`config.mk`:
```
export PLATFORM = sky130hd
export DESIGN_NAME = tlcd_ctrl
export DESIGN_NICKNAME = d
export VERILOG_FILES = /design/src/rtl/core/tlcd_pkg.sv /design/src/rtl/core/tlcd_ctrl.sv
export SDC_FILE = /design/constraint.sdc
export NUM_CORES = 1
export LEC_CHECK = 0
export BUFFER_PORTS_ARGS = -buffer_cell sky130_fd_sc_hd__buf_2
export CAP_MARGIN = 30
export CORE_MARGIN = 1.5
export CORE_UTILIZATION = 47
export CTS_BUF_LIST = sky130_fd_sc_hd__clkbuf_8
export DETAILED_ROUTE_END_ITERATION = 7
export GPL_ROUTABILITY_DRIVEN = 0
export PLACE_DENSITY_LB_ADDON = 0.05
export SLEW_MARGIN = 20
export SYNTH_ARGS = -nofsm -noshare
export SYNTH_HDL_FRONTEND = slang
export SYNTH_SLANG_ARGS = --single-unit
```
`constraint.sdc`:
```
create_clock -name clock -period 2.5 [get_ports clock]
set_input_delay 0.125 -clock clock [delete_from_list [all_inputs] [get_ports clock]]
set_output_delay 0.125 -clock clock [all_outputs]
set_load 0.005 [all_outputs]
```
`src/rtl/core/tlcd_pkg.sv`:
```
// ----------------------------------------------------------------------------
// tlcd_pkg
// Shared types, constants and lookup tables for the LCD text byte stream.
// ----------------------------------------------------------------------------
package tlcd_pkg;

   // Screen and table geometry
   localparam int GLYPH_COUNT    = 7;
   localparam int SCREEN_COLUMNS = 84;
   localparam int SCREEN_PAGES   = 6;
   localparam int STORED_GLYPHS  = 7;
   localparam int FONT_ROWS      = 92;
   localparam int FONT_FIRST     = 32;
   localparam int FONT_LAST      = 127;

   // Run sequencing
   localparam int STEP_W         = 5;
   localparam int GLYPH_HALF_LEN = 14;
   localparam int GLYPH_DATA_LEN = 24;

   // Controller command bytes
   localparam logic [7:0] CMD_EXTENDED = 8'h21;
   localparam logic [7:0] CMD_BASIC    = 8'h20;
   localparam logic [7:0] CMD_DISP_NRM = 8'h0C;
   localparam logic [7:0] CMD_SET_Y    = 8'h40;
   localparam logic [7:0] CMD_SET_X    = 8'h80;
   localparam logic [7:0] CMD_VOP      = 8'h80;
   localparam logic [7:0] CMD_TEMP     = 8'h04;
   localparam logic [7:0] CMD_BIAS     = 8'h10;

   typedef enum logic [2:0] {
      OP_CMD   = 3'd0,
      OP_DATA  = 3'd1,
      OP_POS   = 3'd2,
      OP_CHAR  = 3'd3,
      OP_GLYPH = 3'd4,
      OP_INIT  = 3'd5
   } opcode_type;

   typedef enum logic [1:0] {
      CSR_CONTRAST = 2'd0,
      CSR_TEMP     = 2'd1,
      CSR_BIAS     = 2'd2
   } csr_index_type;

   // Controller to datapath
   typedef struct packed {
      logic              load;
      logic              emit;
      logic              last;
      logic [STEP_W-1:0] step;
   } dp_cmd_type;

   // Bytes in the run of an item; zero for unused opcodes
   function automatic logic [STEP_W-1:0] run_length(input logic [2:0] op);
      logic [STEP_W-1:0] len;
      case (op)
         OP_CMD:   len = STEP_W'(1);
         OP_DATA:  len = STEP_W'(1);
         OP_POS:   len = STEP_W'(2);
         OP_CHAR:  len = STEP_W'(6);
         OP_GLYPH: len = STEP_W'(2 * GLYPH_HALF_LEN);
         OP_INIT:  len = STEP_W'(6);
         default:  len = '0;
      endcase
      return len;
   endfunction

   function automatic logic [6:0] clamp_col(input logic [6:0] c);
      return (int'(c) >= SCREEN_COLUMNS) ? 7'(SCREEN_COLUMNS - 1) : c;
   endfunction

   function automatic logic [2:0] clamp_page(input logic [3:0] p);
      return (int'(p) >= SCREEN_PAGES) ? 3'(SCREEN_PAGES - 1) : p[2:0];
   endfunction

   // 6x8 font, column 0 in the top byte
   function automatic logic [7:0] font_column(input logic [6:0] row,
                                              input logic [2:0] col);
      logic [47:0] bits;
      case (row)
         7'd0:  bits = 48'h000000000000;
         7'd1:  bits = 48'h0000002f0000;
         7'd2:  bits = 48'h000007000700;
         7'd3:  bits = 48'h00147f147f14;
         7'd4:  bits = 48'h00242a7f2a12;
         7'd5:  bits = 48'h006264081323;
         7'd6:  bits = 48'h003649552250;
         7'd7:  bits = 48'h000005030000;
         7'd8:  bits = 48'h00001c224100;
         7'd9:  bits = 48'h000041221c00;
         7'd10: bits = 48'h0014083e0814;
         7'd11: bits = 48'h0008083e0808;
         7'd12: bits = 48'h000000a06000;
         7'd13: bits = 48'h000808080808;
         7'd14: bits = 48'h000060600000;
         7'd15: bits = 48'h002010080402;
         7'd16: bits = 48'h003e5149453e;
         7'd17: bits = 48'h0000427f4000;
         7'd18: bits = 48'h004261514946;
         7'd19: bits = 48'h002141454b31;
         7'd20: bits = 48'h001814127f10;
         7'd21: bits = 48'h002745454539;
         7'd22: bits = 48'h003c4a494930;
         7'd23: bits = 48'h000171090503;
         7'd24: bits = 48'h003649494936;
         7'd25: bits = 48'h00064949291e;
         7'd26: bits = 48'h000036360000;
         7'd27: bits = 48'h000056360000;
         7'd28: bits = 48'h000814224100;
         7'd29: bits = 48'h001414141414;
         7'd30: bits = 48'h000041221408;
         7'd31: bits = 48'h000201510906;
         7'd32: bits = 48'h00324959513e;
         7'd33: bits = 48'h007c1211127c;
         7'd34: bits = 48'h007f49494936;
         7'd35: bits = 48'h003e41414122;
         7'd36: bits = 48'h007f4141221c;
         7'd37: bits = 48'h007f49494941;
         7'd38: bits = 48'h007f09090901;
         7'd39: bits = 48'h003e4149497a;
         7'd40: bits = 48'h007f0808087f;
         7'd41: bits = 48'h0000417f4100;
         7'd42: bits = 48'h002040413f01;
         7'd43: bits = 48'h007f08142241;
         7'd44: bits = 48'h007f40404040;
         7'd45: bits = 48'h007f020c027f;
         7'd46: bits = 48'h007f0408107f;
         7'd47: bits = 48'h003e4141413e;
         7'd48: bits = 48'h007f09090906;
         7'd49: bits = 48'h003e4151215e;
         7'd50: bits = 48'h007f09192946;
         7'd51: bits = 48'h004649494931;
         7'd52: bits = 48'h0001017f0101;
         7'd53: bits = 48'h003f4040403f;
         7'd54: bits = 48'h001f2040201f;
         7'd55: bits = 48'h003f4038403f;
         7'd56: bits = 48'h006314081463;
         7'd57: bits = 48'h000708700807;
         7'd58: bits = 48'h006151494543;
         7'd59: bits = 48'h00007f414100;
         7'd60: bits = 48'h00552a552a55;
         7'd61: bits = 48'h000041417f00;
         7'd62: bits = 48'h000402010204;
         7'd63: bits = 48'h004040404040;
         7'd64: bits = 48'h000001020400;
         7'd65: bits = 48'h002054545478;
         7'd66: bits = 48'h007f48444438;
         7'd67: bits = 48'h003844444420;
         7'd68: bits = 48'h00384444487f;
         7'd69: bits = 48'h003854545418;
         7'd70: bits = 48'h00087e090102;
         7'd71: bits = 48'h0018a4a4a47c;
         7'd72: bits = 48'h007f08040478;
         7'd73: bits = 48'h0000447d4000;
         7'd74: bits = 48'h004080847d00;
         7'd75: bits = 48'h007f10284400;
         7'd76: bits = 48'h0000417f4000;
         7'd77: bits = 48'h007c04180478;
         7'd78: bits = 48'h007c08040478;
         7'd79: bits = 48'h003844444438;
         7'd80: bits = 48'h00fc24242418;
         7'd81: bits = 48'h0018242418fc;
         7'd82: bits = 48'h007c08040408;
         7'd83: bits = 48'h004854545420;
         7'd84: bits = 48'h00043f444020;
         7'd85: bits = 48'h003c4040207c;
         7'd86: bits = 48'h001c2040201c;
         7'd87: bits = 48'h003c4030403c;
         7'd88: bits = 48'h004428102844;
         7'd89: bits = 48'h001ca0a0a07c;
         7'd90: bits = 48'h004464544c44;
         7'd91: bits = 48'h141414141414;
         default: bits = '0;
      endcase
      return bits[8 * (5 - int'(col)) +: 8];
   endfunction

   // 12x16 glyphs: top page bytes then bottom page bytes, byte 0 in the top
   function automatic logic [7:0] glyph_byte(input logic [2:0] g,
                                             input logic [STEP_W-1:0] j);
      logic [8*GLYPH_DATA_LEN-1:0] bits;
      case (g)
         3'd0: bits = {96'h1C0494D4B59694D494041C00, 96'h080A0A0A0A0F0A0A0A0A0800};
         3'd1: bits = {96'h00FC0484641F24C404FC0000, 96'h000F000000000008080F0000};
         3'd2: bits = {96'h224400C05FD555D55FC00000, 96'h0402090F080F080F080F0800};
         3'd3: bits = {96'h00FE0A8ABEAAABAABE8A0A00, 96'h08070008090A04040A090800};
         3'd4: bits = {96'h000010000000000000000000, 96'h000002000000000000000000};
         3'd5: bits = {96'h1122803E2AEA2AEA2A3E8000, 96'h04020809080F080F08090800};
         3'd6: bits = {96'h020502F804020202040E8000, 96'h000000000102020202010000};
         default: bits = '0;
      endcase
      return bits[8 * (GLYPH_DATA_LEN - 1 - int'(j)) +: 8];
   endfunction

endpackage

```
`src/rtl/core/tlcd_ctrl.sv`:
```
// ----------------------------------------------------------------------------
// tlcd_ctrl
// Run sequencer: accepts an item, steps through its bytes, one per cycle.
// ----------------------------------------------------------------------------
module tlcd_ctrl (
   input  logic                  clock,
   input  logic                  reset,
   input  logic                  start,
   input  logic [2:0]            req_opcode,
   output logic                  busy,
   output tlcd_pkg::dp_cmd_type  cmd
);

   typedef enum logic [1:0] {
      ST_IDLE = 2'b01,
      ST_RUN  = 2'b10
   } state_type;

   state_type                      state_ff, state_in;
   logic [tlcd_pkg::STEP_W-1:0]    step_ff, step_in;
   logic [tlcd_pkg::STEP_W-1:0]    final_ff, final_in;
   logic [tlcd_pkg::STEP_W-1:0]    len;
   logic                           accept;

   assign busy   = (state_ff == ST_RUN);
   assign accept = start && !busy;
   assign len    = tlcd_pkg::run_length(req_opcode);

   always_comb begin
      state_in = state_ff;
      step_in  = step_ff;
      final_in = final_ff;
      case (state_ff)
         ST_IDLE: begin
            // unused opcodes are taken but start no run
            if (accept && (len != '0)) begin
               state_in = ST_RUN;
               step_in  = '0;
               final_in = len - tlcd_pkg::STEP_W'(1);
            end
         end
         ST_RUN: begin
            if (step_ff == final_ff) begin
               state_in = ST_IDLE;
            end else begin
               step_in = step_ff + tlcd_pkg::STEP_W'(1);
            end
         end
         default: begin
            state_in = ST_IDLE;
         end
      endcase
   end

   always_ff @(posedge clock) begin
      if (reset) begin
         state_ff <= ST_IDLE;
         step_ff  <= '0;
         final_ff <= '0;
      end else begin
         state_ff <= state_in;
         step_ff  <= step_in;
         final_ff <= final_in;
      end
   end

   assign cmd.load = accept;
   assign cmd.emit = busy;
   assign cmd.last = busy && (step_ff == final_ff);
   assign cmd.step = step_ff;

   a_empty_run_stays_idle: assert property (@(posedge clock) disable iff (reset)
      (accept && (len == '0)) |=> !busy)
      else $error("unused opcode started a run");

   a_last_only_in_run: assert property (@(posedge clock) disable iff (reset)
      cmd.last |-> cmd.emit)
      else $error("last marked outside a run");

   a_step_advances: assert property (@(posedge clock) disable iff (reset)
      (cmd.emit && !cmd.last) |=>
         (cmd.emit && (cmd.step == $past(cmd.step) + tlcd_pkg::STEP_W'(1))))
      else $error("run step did not advance");

   a_run_ends_after_last: assert property (@(posedge clock) disable iff (reset)
      (cmd.emit && cmd.last) |=> !cmd.emit)
      else $error("run continued past its last byte");

endmodule

```
==> flow_summary.yaml <==
status:
  status: "finished, final reports clean"
clock_network:
  post_cts_buffers: 0
  clockBufferDepth: 2
  cts_root_buf: "clkbuf_8"
  clk_pin_slew_ps: 50
  postCtsHoldBufs: 0
  cts_htree_levels: 1
  cts.sinks: 12
  clk_latency_ps: 240
  cts_tree: "built"
  numCtsBuffers: 3
  cts_resized: 0
sta:
  grt_setup_unrepaired: "false"
  max_freq_mhz: 570.3
  drv_slew: 0
  skew_ps: 0.4473
  fin_setup_tns_ps: 0
  hold_viol: 0
  finalCritPeriodShare_pct: 70.14
  worst_pin_slew_ps: 685.8
  timing.final.setup_violations: 0
  slew_headroom_pct: 53.87
  finalCriticalPeriod_ps: 1754
route:
  detail_route.wirelength_mm: 1.362
  drt-pass1-iter-count: 4
  initialDrtViolationCount: 4
  routedWlPerCell_um: 12.27
  via_count: 608
  drtAntennaViolNets: 0
  drcViolationCount: 0
  viasPerCell: 5.477
final_layout:
  fin_cells: 111
  diodes: 0
  multi_input_area_sq_um: 441.7
  area_growth_pct: 13.36
  fin_nets: 107
  layout-drive-gt1-share_pct: 26.32
  nFillCells: 143
  final_cell_area_sq_um: 828.3
  regArea_sq_um: 240.2
die:
  dieWidth_um: 42.43
  fp.dieArea_sq_um: 1800
  coreArea_sq_um: 1471
  start_util_pct: 49.66
  io_pins: 15
  die_h_um: 42.43
  rows: 14
global_routing:
  grt_antenna_before_repair: 0
  grt_max_degree: 14
  first_global_vias: 533
  grt-ovfl-total: 0
  grt.total_usage_pct: 17.75
  grt_pass1_wl_mm: 2.401
logic_synthesis:
  ys_warn_count: 0
  ys_ff_latch: 12
  yosysSeqAreaShare_pct: 32.88
  synth.top_cell.area_share_pct: 32.88
  ys.flop_type: "dfxtp_1"
  synthArstFlopShare_pct: 0
  synth_common_cells: "dfxtp_1 (12), nand2_1 (8), a21oi_1 (6), mux2i_1 (6)"
  synth_area_leaders: "dfxtp_1 (33%), mux2i_1 (8.2%), ha_1 (6.8%), xor2_1 (6.0%), a211oi_2 (5.1%)"
  syn_nets: 93
  syn_area_sq_um: 730.7
  yosysTopAreaCell: "dfxtp_1"
  yosys.cell_types.count: 28
  syn_area_per_cell_sq_um: 8.804
  synth-edff-count: 0
  synthCells: 83
  post-synth-top-count-cell: "dfxtp_1"
placed_design:
  dp_cells: 108
  io_buffers: 14
  dp_hpwl_um: 997.9
  place_area_sq_um: 787.0
min_path:
  hp-class: "in -> reg"
  hold_depth: 2
  hold_end: "final_ff[1]$_SDFFE_PP0P_"
  hold_start: "reset"
power_and_ir_drop:
  peakVddDrop_uv: 409.7
  cellPowerDensity_nw_per_um2: 560.8
  p_leak_nw: 0.3762
  totalPowerFinal_mw: 0.4645
setup_path:
  reg2reg_depth: 3
  rrSetupSlack_ps: 750
  cp.arrival_ps: 1920
  worst_setup_path_start_kind: "register"
  crit_path_end_kind: "register"
  crit-reg2reg-launch: "state_ff[1]$_SDFFE_PP0P_"
  cp_max_fo: 8
  r2r-end: "step_ff[1]$_SDFFE_PP0P_"
  crit_type: "reg -> reg"
  cp.required_ps: 2660
flow_run:
  drv_cap: 0
==> final cells by class <==
type / instances / area share [%]
clock buffers: 3 / 4.985
inverters: 2 / 0.9063
multi-input cells: 63 / 53.32
flip-flops and latches: 12 / 29.00
well taps: 16 / 2.417
repair buffers: 15 / 9.366
==> worst max-delay path: stages, from the launching register on <==
cell	delay, ps
dfxtp_1	390
nor2b_1	410
a21boi_0	620
mux2i_1	260
==> kinds of logic (layout without fill, tap and decap cells) <==
kind of cell	after synthesis	after routing	synth area share [%]
simple gates	33	33	23.46
compound gates	14	14	14.38
flops	12	12	32.88
buf+inv	8	20	6.679
mux	7	7	9.760
xor+xnor	5	5	5.993
fa+ha+maj	4	4	6.850
==> per-layer routing <==
layer,global-route usage (%),part of all wire (%)
met1,22.11,50
met2,28.31,43
met3,2.586,4.3
met4,11.25,2.6
met5,0,0
==> power breakdown <==
part / internal, mW / switching (mW) / leakage (nW) / total (mW)
Sequential: 0.202 / 0.00733 / 0.0979 / 0.210
Combinational: 0.0362 / 0.0483 / 0.257 / 0.0845
Clock: 0.106 / 0.0645 / 0.0216 / 0.170
Total: 0.344 / 0.120 / 0.376 / 0.464
==> how the worst max path moves through the flow <==
stage / start / slack (ps) / endpoint
after floorplan: req_opcode[2] / 840 / final_ff[4]$_SDFFE_PP0P_
after global placement: req_opcode[0] / 790 / step_ff[4]$_SDFFE_PP0P_
after detailed placement: req_opcode[0] / 700 / step_ff[4]$_SDFFE_PP0P_
after CTS: state_ff[1]$_SDFFE_PP0P_ / 770 / step_ff[1]$_SDFFE_PP0P_
after global routing: state_ff[1]$_SDFFE_PP0P_ / 620 / step_ff[0]$_SDFFE_PP0P_
final: state_ff[1]$_SDFFE_PP0P_ / 750 / step_ff[1]$_SDFFE_PP0P_
==> placed cells by master, fill, tap and decap left out, types with 2 or more instances in the layout <==
master / synthesis / final
or3_1: 2 / 2
nand3_1: 5 / 5
or3_2: 2 / 2
a21oi_1: 6 / 6
xor2_1: 5 / 5
nor2b_1: 3 / 3
inv_1: 2 / 2
ha_1: 4 / 4
nor3_1: 2 / 2
nand2_1: 8 / 8
nor2_1: 5 / 5
nand4_1: 2 / 2
dfxtp_1: 12 / 12
a211oi_2: 3 / 3
mux2i_1: 6 / 6
buf_2: 0 / 14
clkbuf_8: 0 / 3
==> through the flow <==
step	util, %	hold slack, ps	worst slack (ps)
finish	56.29	177.5	746.5
CTS	56.29	172.2	765.4
floorplan	-	350.3	839.2
global route	56.29	185.9	623.7
detailed placement	53.49	423.2	704.8
global placement	53.49	428.2	786.7
==> flip-flops by register name (all words and copies together), names as in the netlist <==
register and cells:
final_ff 5, state_ff 2, step_ff 5
Power figures use the tool's default switching activity.
